$ cat src/sv/lkvc_pkg.sv
// Shared types and constants for the LRU key-value cache.
package lkvc_pkg;

  localparam int KEY_W       = 32;
  localparam int VAL_W       = 32;
  localparam int CAP_W       = 5;
  localparam int CAP_RESET   = 16;
  localparam int ENTRIES_DEF = 16;

  localparam logic ACT_GET = 1'b0;
  localparam logic ACT_PUT = 1'b1;

  // One stored entry as it moves from cell to cell.
  typedef struct packed {
    logic             valid;
    logic [KEY_W-1:0] key;
    logic [VAL_W-1:0] value;
  } entry_t;

  // Command broadcast to every cell of the row.
  typedef struct packed {
    logic go;
    logic is_put;
    logic hit;
    logic clr;
  } ctrl_t;

endpackage

$ cat src/sv/lkvc_cell.sv
// One cell of the recency-ordered entry row.
module lkvc_cell #(
  parameter int IDX   = 0,
  parameter int CNT_W = 5
) (
  input  logic                              clk,
  input  logic                              rst_n,
  input  lkvc_pkg::ctrl_t                   ctrl,
  input  logic [CNT_W-1:0]                  cap,
  input  logic [lkvc_pkg::KEY_W-1:0]        req_key,
  input  lkvc_pkg::entry_t                  ent_i,
  input  logic                              hb_i,
  output lkvc_pkg::entry_t                  ent_o,
  output logic                              hb_o,
  output logic                              match_o,
  output logic [lkvc_pkg::VAL_W-1:0]        val_o
);
  import lkvc_pkg::*;

  logic             vld_r;
  logic [KEY_W-1:0] key_r;
  logic [VAL_W-1:0] val_r;
  logic             in_cap;
  logic             load;

  assign in_cap  = 32'(IDX) < 32'(cap);
  assign match_o = vld_r && (key_r == req_key);
  assign hb_o    = hb_i | match_o;
  assign val_o   = match_o ? val_r : '0;
  assign ent_o   = '{valid: vld_r, key: key_r, value: val_r};

  // On a hit the cells from the head down to the hit shift by one; on an
  // insert every cell within the capacity shifts and the tail drops out.
  assign load = ctrl.go && (ctrl.hit ? !hb_i : (ctrl.is_put && in_cap));

  always_ff @(posedge clk) begin
    if (!rst_n || ctrl.clr) begin
      vld_r <= 1'b0;
    end else if (load) begin
      vld_r <= ent_i.valid;
    end
  end

  always_ff @(posedge clk) begin
    if (load) begin
      key_r <= ent_i.key;
      val_r <= ent_i.value;
    end
  end

endmodule

$ cat src/sv/lru_key_value_cache_core.sv
// Top level of the LRU key-value cache: request register, cell row and result register.
//
//   Channel   Direction  Handshake              Payload
//   in_       input      in_valid / in_stall    in_action, in_key, in_value
//   out_      output     out_valid / out_stall  out_hit, out_read_value
//   cfg_      input      cfg_valid / cfg_ready  cfg_capacity_in_use
//
// A request is registered on transfer and executed once the result register
// can take its result, so one request per cycle is sustained while the result
// side does not stall; a get result is then registered for output. The compare
// across the cell row, its hit prefix chain and the value OR tree is combinational.
// Reset clears every valid bit and loads the capacity of 16 (saturated to
// ENTRIES). A capacity write clears the store at the end of its transfer cycle.
// A stalled result holds the request register, which in turn stalls the input.
module lru_key_value_cache_core #(
  parameter int ENTRIES = lkvc_pkg::ENTRIES_DEF
) (
  input  logic                                   clk,
  input  logic                                   rst_n,
  input  logic                                   in_valid,
  output logic                                   in_stall,
  input  logic                                   in_action,
  input  logic signed [lkvc_pkg::KEY_W-1:0]      in_key,
  input  logic signed [lkvc_pkg::VAL_W-1:0]      in_value,
  output logic                                   out_valid,
  input  logic                                   out_stall,
  output logic                                   out_hit,
  output logic signed [lkvc_pkg::VAL_W-1:0]      out_read_value,
  input  logic                                   cfg_valid,
  output logic                                   cfg_ready,
  input  logic [lkvc_pkg::CAP_W-1:0]             cfg_capacity_in_use
);
  import lkvc_pkg::*;

  localparam int CNT_W   = $clog2(ENTRIES + 1);
  localparam int CAP_RST = (CAP_RESET > ENTRIES) ? ENTRIES : CAP_RESET;

  // Request register.
  logic             req_vld_r, req_vld_nxt;
  logic             req_put_r;
  logic [KEY_W-1:0] req_key_r;
  logic [VAL_W-1:0] req_val_r;

  // Effective capacity, already clamped to 1 .. ENTRIES.
  logic [CNT_W-1:0] cap_r, cap_nxt;

  // Result register.
  logic             out_vld_r, out_vld_nxt;
  logic             out_hit_r;
  logic [VAL_W-1:0] out_val_r;

  logic             in_xfer;
  logic             cfg_xfer;
  logic             exec_go;
  ctrl_t            ctrl;
  logic             hit;
  logic [VAL_W-1:0] rd_val;
  entry_t           head_ent;

  entry_t           ent_chain [ENTRIES];
  logic             hb_chain  [ENTRIES];
  logic [ENTRIES-1:0] match_vec;
  logic [ENTRIES-1:0] vld_vec;
  logic [VAL_W-1:0] val_vec   [ENTRIES];

  // The request executes whenever the result register can take its result.
  assign exec_go   = req_vld_r && !(out_vld_r && out_stall);
  assign in_stall  = req_vld_r && !exec_go;
  assign in_xfer   = in_valid && !in_stall;
  assign cfg_ready = !req_vld_r;
  assign cfg_xfer  = cfg_valid && cfg_ready;

  assign hit = hb_chain[ENTRIES-1];

  // At most one cell matches, so an OR of the masked values selects it.
  always_comb begin
    rd_val = '0;
    for (int i = 0; i < ENTRIES; i++) begin
      rd_val = rd_val | val_vec[i];
    end
  end

  assign ctrl = '{go: exec_go, is_put: req_put_r, hit: hit, clr: cfg_xfer};

  // The head cell always receives the touched or newly inserted entry.
  assign head_ent = '{valid: 1'b1, key: req_key_r,
                      value: (req_put_r ? req_val_r : rd_val)};

  for (genvar g = 0; g < ENTRIES; g++) begin : g_cell
    lkvc_cell #(
      .IDX   (g),
      .CNT_W (CNT_W)
    ) u_cell (
      .clk     (clk),
      .rst_n   (rst_n),
      .ctrl    (ctrl),
      .cap     (cap_r),
      .req_key (req_key_r),
      .ent_i   ((g == 0) ? head_ent : ent_chain[(g == 0) ? 0 : g-1]),
      .hb_i    ((g == 0) ? 1'b0 : hb_chain[(g == 0) ? 0 : g-1]),
      .ent_o   (ent_chain[g]),
      .hb_o    (hb_chain[g]),
      .match_o (match_vec[g]),
      .val_o   (val_vec[g])
    );
    assign vld_vec[g] = ent_chain[g].valid;
  end

  always_comb begin
    req_vld_nxt = req_vld_r;
    if (in_xfer) begin
      req_vld_nxt = 1'b1;
    end else if (exec_go) begin
      req_vld_nxt = 1'b0;
    end
  end

  always_comb begin
    out_vld_nxt = out_vld_r;
    if (exec_go && (req_put_r == ACT_GET)) begin
      out_vld_nxt = 1'b1;
    end else if (!out_stall) begin
      out_vld_nxt = 1'b0;
    end
  end

  // A capacity of zero acts as one; anything above the row length saturates.
  always_comb begin
    cap_nxt = cap_r;
    if (cfg_xfer) begin
      if (cfg_capacity_in_use == '0) begin
        cap_nxt = CNT_W'(1);
      end else if (32'(cfg_capacity_in_use) > 32'(ENTRIES)) begin
        cap_nxt = CNT_W'(ENTRIES);
      end else begin
        cap_nxt = CNT_W'(cfg_capacity_in_use);
      end
    end
  end

  always_ff @(posedge clk) begin
    if (!rst_n) begin
      req_vld_r <= 1'b0;
      out_vld_r <= 1'b0;
      cap_r     <= CNT_W'(CAP_RST);
    end else begin
      req_vld_r <= req_vld_nxt;
      out_vld_r <= out_vld_nxt;
      cap_r     <= cap_nxt;
    end
  end

  always_ff @(posedge clk) begin
    if (in_xfer) begin
      req_put_r <= in_action;
      req_key_r <= $unsigned(in_key);
      req_val_r <= $unsigned(in_value);
    end
    if (exec_go && (req_put_r == ACT_GET)) begin
      out_hit_r <= hit;
      out_val_r <= rd_val;
    end
  end

  assign out_valid      = out_vld_r;
  assign out_hit        = out_hit_r;
  assign out_read_value = $signed(out_val_r);

  // Keys are unique among valid entries, so at most one cell can match.
  a_one_match: assert property (@(posedge clk) disable iff (!rst_n)
    req_vld_r |-> $onehot0(match_vec))
    else $error("more than one cell matched the request key");

  // A fresh result can only come from an executed get.
  a_result_src: assert property (@(posedge clk) disable iff (!rst_n)
    (out_vld_r && !$past(out_vld_r && out_stall)) |->
      $past(exec_go && (req_put_r == ACT_GET)))
    else $error("result appeared without an executed get");

  // A capacity write leaves the row empty.
  a_cfg_clear: assert property (@(posedge clk) disable iff (!rst_n)
    cfg_xfer |=> (vld_vec == '0))
    else $error("store not cleared after a capacity write");

  // Valid entries stay packed at the head of the row.
  a_packed: assert property (@(posedge clk) disable iff (!rst_n)
    ((vld_vec & (vld_vec + 1'b1)) == '0))
    else $error("valid entries are not contiguous from the head");

endmodule

$ cat config.mk
export PLATFORM = sky130hd
export DESIGN_NAME = lru_key_value_cache_core
export DESIGN_NICKNAME = d
export VERILOG_FILES = /design/src/sv/lkvc_pkg.sv /design/src/sv/lkvc_cell.sv /design/src/sv/lru_key_value_cache_core.sv
export SDC_FILE = /design/constraint.sdc
export NUM_CORES = 1
export LEC_CHECK = 0
export BUFFER_PORTS_ARGS = -buffer_cell sky130_fd_sc_hd__buf_2
export CAP_MARGIN = 20
export CELL_PAD_IN_SITES_DETAIL_PLACEMENT = 1
export CELL_PAD_IN_SITES_GLOBAL_PLACEMENT = 2
export CORE_MARGIN = 3
export CORE_UTILIZATION = 52
export CTS_CLUSTER_SIZE = 12
export DETAILED_ROUTE_END_ITERATION = 12
export MAX_ROUTING_LAYER = met4
export PLACE_DENSITY = 0.94
export SYNTH_ARGS = -nofsm -noshare
export SYNTH_HDL_FRONTEND = slang
export SYNTH_SLANG_ARGS = --single-unit
$ cat constraint.sdc
create_clock -name clk -period 15.8 [get_ports clk]
set_input_delay 1.58 -clock clk [delete_from_list [all_inputs] [get_ports clk]]
set_output_delay 1.58 -clock clk [all_outputs]
set_load 0.005 [all_outputs]
==> impl_metrics.py <==
metrics = {
    "run_status": {
        "outcome": "finished clean",
    },
    "job": {
        "maxCapViolations": 0,
    },
    "clock_tree": {
        "clock-root-buffer": "clkbuf_16",
        "cts_buffer_depth": 3,
        "clkLatencyLatePin_ps": 700,
        "cts_buffers": 111,
        "ctsHoldBuffers": 0,
        "cts_resized": 0,
        "post_cts.repair.setup_buffers": 0,
        "clkTransAtPathRegs_ps": 60,
        "cts_tree": "yes",
        "clkSinkCount": 1145,
        "h-tree-depth": 3,
    },
    "logic_synthesis": {
        "synth_cells": 2434,
        "postSynthRegisterBits": 1145,
        "synth_edf_count": 1122,
        "synthDistinctLibCells": 54,
        "async_reset_ff_frac": 0,
        "synth-main-ff-cell": "edfxtp_1",
        "syn_nets": 2509,
        "syn-cell-area_um2": 44300,
        "yosysWarnings": 0,
        "syn_area_per_cell_um2": 18.2,
        "seq_area_frac_synth": 0.771,
    },
    "setup_path": {
        "cp_cell_sequence": "xor2_1, nor4_1, nand3_1, nor4_4, buf_4, nor4_1, and4_1, buf_4, a211oi_4, buf_4",
        "regToRegSetupSlack_ps": 9570,
        "critPathLaunchType": "flop",
        "startpoint": "req_key_r[1]",
        "crit_arrival_ps": 6520,
        "crit_top_cell": "buf_4",
        "crit_path_end": "g_cell[15].u_cell.key_r[29]",
        "ff2ff_path_depth": 10,
        "crit_buf_inv": 3,
        "critical_path_required_ps": 16100,
        "worstReg2RegEnd": "g_cell[15].u_cell.key_r[29]",
        "critPathMaxStageDelay_ps": 1100,
        "critPathTopFamily": "buffers and inverters",
        "end_kind": "flop",
        "cp.depth": 10,
        "r2r_start": "req_key_r[1]",
        "critical_path_peak_fanout": 51,
        "cpMaxStageDelayCell": "edfxtp_1",
        "crit_type": "reg -> reg",
    },
    "die": {
        "placementRows": 106,
        "coreArea_um2": 84000,
        "fp.dieArea_um2": 88700,
        "die_w_um": 298,
        "io-pin-count": 111,
        "die_y_um": 298,
        "start_util": 0.527,
    },
    "sta": {
        "relSlewSlack": 0.233,
        "worst_slew_pin_slew_ps": 1150,
        "period_needed_ps": 6230,
        "rsz0062_at_grt": "no",
        "skew_ps": 41.4,
        "finalWorstSetupSlack_ps": 9570,
        "setup-tns-final_ps": 0,
        "finalHoldViolCount": 0,
        "setup_violations": 0,
        "maxSlewViolCount": 0,
        "fmax_ghz": 0.161,
        "period_share": 0.394,
    },
    "finish": {
        "fillerInstances": 7281,
        "area_growth_pct": 12.3,
        "finalNetCount": 2677,
        "drive_gt1_frac": 0.144,
    },
    "route": {
        "antenna_left": 0,
        "dr_total_vias": 25300,
        "wirelength_um": 135000,
        "vias_per_cell": 6.64,
        "drc": 0,
        "drtIter0Drc": 3309,
        "first_pass_iters": 5,
        "routed_wire_length_per_instance_um": 35.3,
    },
    "placed_design": {
        "gp_congestion": 0.928,
        "io_buffers": 110,
        "pre_cts_ws_ps": 9930,
        "dp_hpwl_um": 80500,
    },
    "global_routing": {
        "grt_max_degree": 66,
        "grt_pass1_vias": 27300,
        "grt_overflow": 0,
        "grt_pass1_wl_um": 193000,
        "antenna_found_initial": 0,
        "grt_util_all_layers": 0.308,
    },
    "pwr": {
        "powerDensity_nw_per_um2": 127,
        "peakVddDrop_mv": 0.108,
        "p_leak_uw": 0.0161,
    },
    "min_path": {
        "hold_class": "reg -> reg",
    },
}
[worst min path at each step]
stage	from	to	slack, ps	depth (start not counted)
2_1_floorplan	req_key_r[0]	g_cell[0].u_cell.key_r[0]	420	0
3_3_place_gp	g_cell[11].u_cell.val_r[2]	g_cell[12].u_cell.val_r[2]	430	0
3_5_place_dp	g_cell[3].u_cell.val_r[21]	g_cell[4].u_cell.val_r[21]	440	0
4_1_cts	g_cell[13].u_cell.val_r[12]	g_cell[14].u_cell.val_r[12]	440	0
5_1_grt	g_cell[9].u_cell.val_r[9]	g_cell[10].u_cell.val_r[9]	460	0
6_report	g_cell[14].u_cell.val_r[3]	g_cell[15].u_cell.val_r[3]	450	0
[placed cells by master, fill, tap and decap left out, drive strengths merged, types with 3 or more instances in the layout]
| master | n |
|---|---|
| xnor2 | 160 |
| and3 | 4 |
| edfxtp | 1122 |
| nand3 | 16 |
| inv | 9 |
| nor3 | 20 |
| xor2 | 346 |
| or4 | 5 |
| a221oi | 126 |
| nand2 | 41 |
| nor3b | 4 |
| nand4 | 81 |
| nor4 | 96 |
| nand2b | 5 |
| clkbuf | 162 |
| buf | 182 |
| clkinv | 17 |
| o21ai | 8 |
| dfxtp | 23 |
| a21oi | 19 |
| nor2b | 8 |
| a22oi | 4 |
| a211oi | 7 |
| a22o | 126 |
| mux2 | 32 |
| a31oi | 3 |
| nor2 | 10 |
| mux2i | 16 |
[layer usage]
metal	track usage	vias to the layer above	wire length [um]	part of all wire
li1	-	9919	-	-
met1	0.359	12900	45500	0.34
met2	0.516	1972	67900	0.50
met3	0.0541	502	13000	0.097
met4	0.159	0	8030	0.060
met5	-	-	0	0
[report_power, final]
part           internal (uW)  switching (uW)  leakage [uW]  total [uW]
Combinational           84.8             195       0.00404         280
Sequential              3430            68.9        0.0105        3490
Clock                   1370            1160       0.00158        2520
Total                   4880            1420        0.0161        6300
[flip-flops by register name (all words and copies together), names as in the netlist]
signal               count
out_read_value          32
g_cell.u_cell.vld_r     16
g_cell.u_cell.key_r    512
req_key_r               32
g_cell.u_cell.val_r    512
cap_r                    5
req_val_r               32
out_valid                1
req_vld_r                1
out_hit                  1
req_put_r                1
[cells by family after synthesis]
family | after synthesis | synth area share
xor gates and xnor gates | 506 | 0.100
DFF | 1145 | 0.771
and+or+nand+nor | 300 | 0.0418
muxes | 48 | 0.0118
buffers and inverters | 133 | 0.0162
AOI/OAI and AO/OA | 302 | 0.0588
[through the flow]
| stage | hold WS, ps | cells | total power (uW) | util | area (um2) |
|---|---|---|---|---|---|
| floorplan | 421 | 2434 | 3690 | - | 44300 |
| global placement | 429 | 3615 | 3790 | 0.551 | 46200 |
| detailed placement | 436 | 3616 | 3810 | 0.551 | 46300 |
| CTS | 443 | 3801 | 6300 | 0.590 | 49500 |
| global route | 463 | 3808 | 6440 | 0.592 | 49700 |
| finish | 446 | 3809 | 6300 | 0.592 | 49700 |
[worst register-to-register path, delay by kind of cell (launching register included)]
family	cells	cell delay, ps
buf+inv	3	1740
simple gates	5	1650
flops	1	1100
compound gates	1	1010
xor+xnor	1	240
[cells in the mapped netlist (3+ instances only)]
cell	instances	area (um2)
edfxtp_1	1122	33700
xor2_1	346	3030
xnor2_1	160	1400
a221oi_1	126	1100
a22o_1	126	1100
nor4_1	89	557
nand4_1	81	507
clkbuf_1	53	199
nand2_1	41	154
buf_2	37	185
mux2_2	32	360
buf_4	24	180
dfxtp_1	23	460
mux2i_1	16	160
nand3_1	16	80.1
a21oi_1	15	75.1
nor3_1	14	70.1
buf_6	11	124
nor2_1	10	37.5
nor2b_1	8	50.1
o21ai_0	8	40.0
nor3_2	6	60.1
a211oi_2	5	62.6
nand2b_1	5	31.3
nor4_4	5	106
a21oi_2	4	35.0
a22oi_1	4	30.0
and3_1	4	25.0
nor3b_1	4	30.0
or4_1	4	30.0
inv_1	3	11.3
[final cells by class]
| type | instances | area (um2) | share of cell area |
|---|---|---|---|
| clock inverter | 23 | 211 | 0.00425 |
| clock buffer | 162 | 3060 | 0.0616 |
| sequential | 1145 | 34200 | 0.687 |
| tap | 1134 | 1420 | 0.0285 |
| timing repair buffer | 182 | 1240 | 0.0250 |
| multi-input combinational | 1156 | 9600 | 0.193 |
| inverter | 6 | 22.5 | 0.000453 |
| antenna | 1 | 2.50 | 0.0000503 |
(Power assumes the default switching activity.)
